$ cat config.mk
export PLATFORM = sky130hd
export DESIGN_NAME = tpg_queue
export DESIGN_NICKNAME = d
export VERILOG_FILES = /design/src/hdl/tpg_pkg.sv /design/src/hdl/tpg_queue.sv
export SDC_FILE = /design/constraint.sdc
export NUM_CORES = 1
export LEC_CHECK = 0
export BUFFER_PORTS_ARGS = -buffer_cell sky130_fd_sc_hd__buf_2
export CELL_PAD_IN_SITES_DETAIL_PLACEMENT = 1
export CELL_PAD_IN_SITES_GLOBAL_PLACEMENT = 2
export CORE_UTILIZATION = 42
export CTS_CLUSTER_DIAMETER = 40
export DETAILED_ROUTE_END_ITERATION = 16
export PLACE_DENSITY_LB_ADDON = 0.1
export SYNTH_ARGS = -nofsm -noshare
export SYNTH_HDL_FRONTEND = slang
export SYNTH_SLANG_ARGS = --single-unit
export TNS_END_PERCENT = 10
$ cat constraint.sdc
create_clock -name clk -period 41.7 [get_ports clk]
set_input_delay 6.255 -clock clk [delete_from_list [all_inputs] [get_ports clk]]
set_output_delay 6.255 -clock clk [all_outputs]
set_load 0.05 [all_outputs]
$ cat src/hdl/tpg_pkg.sv
package tpg_pkg;

    localparam int TRAIL_POINTS_DEF = 64;
    localparam int START_RED_DEF    = 230;
    localparam int QUEUE_DEPTH_DEF  = 2;

    localparam int CFG_DATA_W = 18;
    localparam int CFG_IDX_W  = 3;

    localparam logic [17:0] RST_COS_YAW   = 18'd46341;
    localparam logic [17:0] RST_SIN_YAW   = 18'd46341;
    localparam logic [17:0] RST_COS_PITCH = 18'd65536;
    localparam logic [17:0] RST_SIN_PITCH = 18'd0;
    localparam logic [15:0] RST_FOCAL     = 16'd15360;
    localparam logic [15:0] RST_CENTER_X  = 16'd0;
    localparam logic [15:0] RST_CENTER_Y  = 16'd0;
    localparam logic [15:0] RST_TIME_STEP = 16'd655;

    typedef enum logic [CFG_IDX_W-1:0] {
        CFG_COS_YAW     = 3'd0,
        CFG_SIN_YAW     = 3'd1,
        CFG_COS_PITCH   = 3'd2,
        CFG_SIN_PITCH   = 3'd3,
        CFG_FOCAL_SCALE = 3'd4,
        CFG_CENTER_X    = 3'd5,
        CFG_CENTER_Y    = 3'd6,
        CFG_TIME_STEP   = 3'd7
    } cfg_idx_t;

    typedef struct packed {
        logic signed [17:0] cos_yaw;
        logic signed [17:0] sin_yaw;
        logic signed [17:0] cos_pitch;
        logic signed [17:0] sin_pitch;
        logic [15:0]        focal_scale;
        logic signed [15:0] center_x;
        logic signed [15:0] center_y;
        logic [15:0]        time_step;
    } cfg_t;

    // Three lanes x, y, z of 32-bit signed Q16.16 values.
    typedef logic [2:0][31:0] vec_t;

    // One body as it waits in the queue; acceleration is already scaled by dt.
    typedef struct packed {
        vec_t pos;
        vec_t vel;
        vec_t acc_dt;
    } item_t;

    typedef struct packed {
        logic full;
        logic empty;
    } q_status_t;

    typedef struct packed {
        logic       valid;
        logic       last;
        logic [7:0] red;
        vec_t       pos;
    } point_t;

    typedef struct packed {
        logic       valid;
        logic       last;
        logic [7:0] red;
    } meta_t;

    function automatic logic signed [31:0] sat32(input logic signed [32:0] v);
        logic signed [31:0] r;
        if (v[32] != v[31])
        begin
            r = v[32] ? 32'sh8000_0000 : 32'sh7FFF_FFFF;
        end
        else
        begin
            r = v[31:0];
        end
        return r;
    endfunction

    // x * dt with dt unsigned Q0.16, floored back to Q16.16.
    function automatic logic signed [31:0] scale_dt(input logic signed [31:0] x,
                                                    input logic [15:0] dt);
        logic signed [48:0] prod;
        prod = x * $signed({1'b0, dt});
        return prod[47:16];
    endfunction

    // Drops 24 fraction bits toward zero and clamps to a 16-bit pixel.
    function automatic logic signed [15:0] trunc_sat16(input logic signed [55:0] v);
        logic signed [55:0] biased;
        logic signed [31:0] q;
        logic signed [15:0] r;
        biased = v[55] ? (v + 56'sd16777215) : v;
        q = biased[55:24];
        if (q > 32'sd32767)
        begin
            r = 16'sh7FFF;
        end
        else if (q < -32'sd32768)
        begin
            r = 16'sh8000;
        end
        else
        begin
            r = q[15:0];
        end
        return r;
    endfunction

endpackage

$ cat src/hdl/tpg_queue.sv
module tpg_queue
    import tpg_pkg::*;
#(
    parameter int DEPTH = QUEUE_DEPTH_DEF
)
(
    input  logic      clk,
    input  logic      rst_n,
    input  logic      push,
    input  item_t     wdata,
    input  logic      pop,
    output item_t     rdata,
    output q_status_t status
);

    localparam int PTR_W = (DEPTH > 1) ? $clog2(DEPTH) : 1;
    localparam int CNT_W = $clog2(DEPTH + 1);

    item_t            entry_reg [DEPTH];
    logic [PTR_W-1:0] wr_ptr_reg;
    logic [PTR_W-1:0] rd_ptr_reg;
    logic [CNT_W-1:0] count_reg;
    logic [PTR_W-1:0] wr_ptr_next;
    logic [PTR_W-1:0] rd_ptr_next;
    logic [CNT_W-1:0] count_next;

    assign status.full  = (count_reg == CNT_W'(DEPTH));
    assign status.empty = (count_reg == '0);
    assign rdata        = entry_reg[rd_ptr_reg];

    always_comb
    begin
        wr_ptr_next = wr_ptr_reg;
        rd_ptr_next = rd_ptr_reg;
        count_next  = count_reg;
        if (push)
        begin
            wr_ptr_next = (wr_ptr_reg == PTR_W'(DEPTH - 1)) ? '0 : wr_ptr_reg + 1'b1;
        end
        if (pop)
        begin
            rd_ptr_next = (rd_ptr_reg == PTR_W'(DEPTH - 1)) ? '0 : rd_ptr_reg + 1'b1;
        end
        if (push && !pop)
        begin
            count_next = count_reg + 1'b1;
        end
        else if (pop && !push)
        begin
            count_next = count_reg - 1'b1;
        end
    end

    always_ff @(posedge clk or negedge rst_n)
    begin
        if (!rst_n)
        begin
            wr_ptr_reg <= '0;
            rd_ptr_reg <= '0;
            count_reg  <= '0;
        end
        else
        begin
            wr_ptr_reg <= wr_ptr_next;
            rd_ptr_reg <= rd_ptr_next;
            count_reg  <= count_next;
        end
    end

    always_ff @(posedge clk)
    begin
        if (push)
        begin
            entry_reg[wr_ptr_reg] <= wdata;
        end
    end

endmodule

==> impl_metrics.yaml, run 1 <==
status:
  status: "completed"
drt:
  drcViolationCount: 0
  vias: 11200
  routed_wl_um: 56400
  drtIter0Drc: 494
  drt-pass1-iter-count: 6
  wl_per_cell_um: 24.2
  ant_nets: 0
  vias_per_cell: 4.81
synth:
  synth_xor_area_frac: 0.00201
  syn_area_sq_um: 21800
  synth_cell_types: 13
  synth_compound_area_frac: 0
  synth.ff_latch_count: 580
  synthAdderAreaFrac: 0.000574
  synth_area_per_cell_sq_um: 23.9
  synth-seq-area-share: 0.798
  syn_nets: 1205
  synth_top_family_by_area: "multiplexers"
  yosysWarningCount: 0
  muxShareOfSynthArea: 0.183
  syn_inst: 912
  yosys.area_share.simple: 0.00121
worst_setup_path:
  rr_startpoint: "wr_ptr_reg"
  critPathKind: "reg2out"
  rr_endpoint: "entry_reg[0][90]"
  cp.arrival_ns: 4.01
  critPathMaxFanout: 58
  rr_worst_depth: 3
  crit_path_end_kind: "primary output"
  rrSetupSlack_ns: 38.66
  crit_required_ns: 35.44
  startpoint_type: "flip-flop"
placed_design:
  portBuffers: 581
  placement.cell_area_sq_um: 25300
  gp_congestion: 0.808
  dp_hpwl_um: 39700
  dpl.cell_count: 2154
cells_and_area:
  syn2layout_area_growth_pct: 30.7
  nFillCells: 4662
  instances_no_fill: 2336
  final_area_sq_um: 28500
  drive_gt1_frac: 0.630
  fin_nets: 1858
  largest_reg_flops: 576
sta:
  drv_slew: 0
  fmax_mhz: 97.4
  setup_viol: 0
  finalHoldViolCount: 0
  grt_setup_unrepaired: "no"
  fin_worst_skew_ns: 0.0114
  setup_tns_ns: 0
  slew_headroom: 0.266
  period_needed_ns: 10.26
  fin_crit_sh: 0.246
  tightest_slew_ns: 1.10
cts:
  post-cts-setup-buffers: 0
  cts_made_buffers: 89
  post_cts_resized: 0
  clock-sinks: 580
  cts_tree: "built"
  cts_hold_buf: 0
  clkTransAtPathRegs_ns: 0.06
  clock_latency_ns: 0.62
  cts_root_buf: "clkbuf_16"
  htreeDepth: 3
  clk_path_buf_depth: 3
floorplan:
  io_pins: 582
  rows: 83
  core_sq_um: 51300
  die-area_sq_um: 52800
  die_h_um: 230
  die_w_um: 230
  start_util: 0.425
hold_path:
  holdPathStages: 1
  hold_start: "count_reg[1]"
  holdPathEnd: "count_reg[1]"
  hold_class: "reg2reg"
global_routing:
  grt_usage: 0.210
  grt_pass1_wl_um: 78900
  grt_pass1_vias: 12100
  grt_overflow_total: 0
  antenna_found_initial: 34
  grt_max_degree: 77
power:
  cellPowerDensity_nw_per_um2: 88.6
  total_power_w: 0.00252
  p_leak_nw: 11.3
  vdd_drop_max_mv: 0.0535
job:
  maxCapViolCount: 0
-- cell type report --
cell class / count / area [sq um] / share of cell area
Sequential cell: 580 / 17400 / 0.611
Multi-Input combinational cell: 299 / 4090 / 0.143
Timing Repair Buffer: 594 / 3010 / 0.105
Clock buffer: 100 / 2300 / 0.0807
Tap cell: 680 / 851 / 0.0299
Clock inverter: 65 / 798 / 0.0280
Antenna cell: 17 / 42.5 / 0.00149
Inverter: 1 / 3.75 / 0.000132
-- kinds of logic (layout without fill, tap and decap cells) --
group / after synthesis / after routing
flops: 580 / 580
mux: 288 / 288
other cells: 0 / 17
simple gates: 5 / 5
fa+ha+maj: 1 / 1
buf+inv: 33 / 760
xor+xnor: 5 / 5
-- routing by layer --
metal,track usage,vias to the layer above,wire length [um]
li1,-,5008,-
met3,0.0961,140,5330
met4,0.0857,34,1730
met2,0.361,433,29100
met5,0,-,227
met1,0.222,5631,20000
-- worst max-delay path by stage --
| stage | to | slack, ns | cells past startpoint | start |
|---|---|---|---|---|
| final | rdata[141] | 31.44 | 4 | rd_ptr_reg |
| after global routing | rdata[8] | 31.19 | 4 | rd_ptr_reg |
| after CTS | rdata[279] | 31.31 | 4 | rd_ptr_reg |
| after detailed placement | rdata[279] | 32.01 | 4 | rd_ptr_reg |
| after global placement | rdata[279] | 32.04 | 4 | rd_ptr_reg |
| after floorplan | entry_reg[0][0] | 22.09 | 1 | push |
-- critical path: stages (launching register included) --
cell	delay, ns
dfrtp_4	0.95
buf_4	0.79
buf_4	0.90
mux2_4	0.36
buf_2	0.22
-- report_power, final --
group,internal [W],switching (W)
combinational,0.000276,0.000671
sequential,0.000776,0.0000407
clock,0.000484,0.000275
total,0.00154,0.000986
-- layout by cell type (no fill, tap or decap), types with 2 or more instances in the layout --
cell type / instances
buf_2: 581
buf_4: 13
bufinv_16: 13
clkbuf_1: 9
clkbuf_16: 90
clkinv_1: 9
clkinv_2: 7
clkinv_4: 6
clkinv_8: 3
clkinvlp_4: 9
dfrtp_1: 3
diode_2: 17
edfxtp_1: 576
inv_6: 13
inv_8: 5
mux2_2: 88
mux2_4: 200
nor2_1: 2
xor2_1: 4
-- stage by stage --
stage | setup WS [ns] | util | hold WS (ns)
4_1_cts | 31.31 | 0.554 | 0.497
5_1_grt | 31.19 | 0.555 | 0.514
6_report | 31.44 | 0.555 | 0.499
2_1_floorplan | 22.09 | - | 0.455
3_5_place_dp | 32.01 | 0.494 | 0.483
3_3_place_gp | 32.04 | 0.494 | 0.482
-- synth_stat cells (all sizes together) --
cell type	n	area [sq um]
ha	1	12.5
inv	1	3.75
xor2	4	35.0
mux2	288	3990
dfrtp	4	100
nor2	2	7.51
nor2b	2	12.5
buf	32	317
xnor2	1	8.76
and2	1	6.26
edfxtp	576	17300
(Power assumes the default switching activity.)
==> run 2, diff against run 1 <==
--- a/config.mk
+++ b/config.mk
@@ -5,10 +5,11 @@
 export SDC_FILE = /design/constraint.sdc
 export NUM_CORES = 1
 export LEC_CHECK = 0
+export ABC_AREA = 1
 export BUFFER_PORTS_ARGS = -buffer_cell sky130_fd_sc_hd__buf_2
 export CELL_PAD_IN_SITES_DETAIL_PLACEMENT = 1
 export CELL_PAD_IN_SITES_GLOBAL_PLACEMENT = 2
-export CORE_UTILIZATION = 42
+export CORE_UTILIZATION = 39
 export CTS_CLUSTER_DIAMETER = 40
 export DETAILED_ROUTE_END_ITERATION = 16
 export PLACE_DENSITY_LB_ADDON = 0.1
==> constraint.sdc (replaced) <==
create_clock -name clk -period 10.8 [get_ports clk]
set_input_delay 1.62 -clock clk [delete_from_list [all_inputs] [get_ports clk]]
set_output_delay 1.62 -clock clk [all_outputs]
set_load 0.05 [all_outputs]
==> run 2 against run 1 <==
  * Synthesized cell count is 0.99% higher
  * Power rose to 3.9 times the previous value
  * Register-to-register slack worse by 31 ns
  * Clock skew rose by 0.0065 ns
  * Worst hold slack improved by 0.019 ns
  * Final cell count rose by 3.4%
  * Sequential power grew to 3.8 times the previous value
  * Area after synthesis hardly changed
  * Via count decreased by 1.3%
  * Largest power group unchanged
==> impl_metrics.yaml, run 2 <==
hold_path:
  hold_class: "reg2reg"
synth:
  synth.top_cells.by_area: "edfxtp_1, mux2_4, mux2_2"
  synth_edf_count: 576
  async_flop_share: 0.00690
  muxShareOfSynthArea: 0.183
  synth.ff_latch_count: 580
  synth_area_per_cell_sq_um: 23.7
  synth_compound_area_frac: 0
  yosysTopAreaCell: "edfxtp_1"
  synth-seq-area-share: 0.798
  synth_top_flop_cell: "edfxtp_1"
  synthAdderAreaFrac: 0.000574
  synth_top_area_share: 0.793
  synth.most_common_cell: "edfxtp_1"
  yosys.area_share.simple: 0.00189
  synth_xor_area_frac: 0.00120
  yosysWarningCount: 0
  synth_top_family_by_area: "multiplexers"
  syn_area_sq_um: 21800
  syn_inst: 921
  synthTopCellsByCount: "edfxtp_1, mux2_4, mux2_2, buf_6"
  synth_cell_types: 14
  syn_nets: 1214
floorplan:
  core_sq_um: 55200
  die_w_um: 239
  die-area_sq_um: 56900
  die_h_um: 239
  rows: 86
  io_pins: 582
  start_util: 0.395
sta:
  period_needed_ns: 4.73
  fin_crit_sh: 0.438
  slew_headroom: 0.220
  fin_worst_skew_ns: 0.0178
  setup_tns_ns: 0
  finalHoldViolCount: 0
  tightest_slew_ns: 1.17
  grt_setup_unrepaired: "no"
  hold-worst-slack_ns: 0.517
  fmax_mhz: 212
  drv_slew: 0
  setup_viol: 0
cells_and_area:
  multi_input_area_sq_um: 4080
  final_common_cell: "buf_2"
  nFillCells: 5131
  fin_nets: 1869
  drive_gt1_frac: 0.629
  largest_reg_flops: 576
  syn2layout_area_growth_pct: 31.9
  layout_common_cells: "buf_2, edfxtp_1, mux2_4, clkbuf_16, mux2_2"
  final-seq-area_sq_um: 17400
cts:
  cts_made_buffers: 93
  clock_latency_ns: 0.61
  post-cts-setup-buffers: 0
  clkTransAtPathRegs_ns: 0.06
  htreeDepth: 3
  cts_hold_buf: 0
  clock-sinks: 580
  cts_tree: "built"
  clk_path_buf_depth: 3
  cts_root_buf: "clkbuf_16"
  post_cts_resized: 0
worst_setup_path:
  startpoint_type: "flip-flop"
  crit_family: "buffers and inverters"
  slowest_stage: "buf_4"
  path_cells: "buf_4 -> mux2_4 -> buf_2"
  path_buf_inv: 2
  critPathMaxFanout: 54
  critPathKind: "reg2out"
  crit_path_end_kind: "primary output"
  cp_slowest_stage_delay_ns: 0.90
  cp.arrival_ns: 3.11
  crit_required_ns: 9.18
job:
  maxCapViolCount: 0
drt:
  routed_wl_um: 53600
  wl_per_cell_um: 22.2
  ant_nets: 0
  drcViolationCount: 0
  vias: 11100
  vias_per_cell: 4.60
  drtIter0Drc: 381
  drt-pass1-iter-count: 4
placed_design:
  dp_hpwl_um: 36800
  portBuffers: 581
  gp_congestion: 0.761
global_routing:
  grt_pass1_wl_um: 76300
  grt_max_degree: 108
  grt_pass1_vias: 12100
  antenna_found_initial: 28
  grt_usage: 0.185
  grt_overflow_total: 0
power:
  cellPowerDensity_nw_per_um2: 343
  vdd_drop_max_mv: 0.211
  p_leak_nw: 11.4
status:
  status: "completed"
[run 2: cell types whose count changed in the layout (fill, tap and decap cells not counted), moves of 3 or more]
cell	delta
clkinvlp_4	+6
diode_2	-4
nand2_1	+5
clkbuf_1	-4
buf_4	-3
clkbuf_16	+6
inv_1	+5
[run 2: final timing paths]
check	slack (ns)	cells after the start	to	startpoint
max in group asynchronous	9.82	1	rd_ptr_reg	rst_n
min in group asynchronous	0.82	1	count_reg[0]	rst_n
max	6.07	3	rdata[91]	rd_ptr_reg
max reg2reg	7.18	3	entry_reg[0][146]	wr_ptr_reg
min	0.52	2	count_reg[1]	count_reg[1]
min reg2reg	0.52	2	count_reg[1]	count_reg[1]
[run 2: per-layer routing]
layer	part of all wire	up-vias	track usage
li1	-	5040	-
met1	0.36	5540	0.198
met2	0.51	384	0.313
met3	0.11	110	0.0928
met4	0.027	30	0.0711
met5	0.0035	-	0
[run 2: cell families (layout without fill, tap and decap cells)]
kind of cell | Yosys count | count (layout)
other | 0 | 13
XOR/XNOR | 3 | 3
adder cells (fa/ha/maj) | 1 | 1
flip-flops | 580 | 580
buffers and inverters | 39 | 772
multiplexers | 288 | 288
AND/OR/NAND/NOR | 10 | 10
[run 2: worst register-to-register path: stages, from the launching register on]
cell and delay (ns):
dfrtp_1 0.43, nor2_4 0.91, buf_4 0.93, buf_4 0.90
[run 2: layout make-up]
cell class / instances / share of cell area
Antenna cell: 13 / 0.00113
Clock buffer: 101 / 0.0841
Clock inverter: 72 / 0.0301
Sequential cell: 580 / 0.605
Multi-Input combinational cell: 302 / 0.142
Inverter: 7 / 0.00117
Tap cell: 748 / 0.0325
Timing Repair Buffer: 592 / 0.104
[run 2: stage by stage]
step | total power, W | instance area (sq um) | utilization | cells | setup slack, ns
CTS | 0.0100 | 28700 | 0.521 | 2402 | 5.95
floorplan | 0.00621 | 21800 | - | 921 | 1.20
global route | 0.0102 | 28800 | 0.521 | 2407 | 5.90
finish | 0.00986 | 28800 | 0.521 | 2415 | 6.07
detailed placement | 0.00690 | 25500 | 0.461 | 2229 | 5.73
global placement | 0.00687 | 25500 | 0.461 | 2229 | 5.75
[run 2: power breakdown]
part	leakage (nW)	internal [W]	switching, W
Combinational	4.41	0.00107	0.00260
Sequential	5.45	0.00299	0.000133
Clock	1.56	0.00200	0.00107
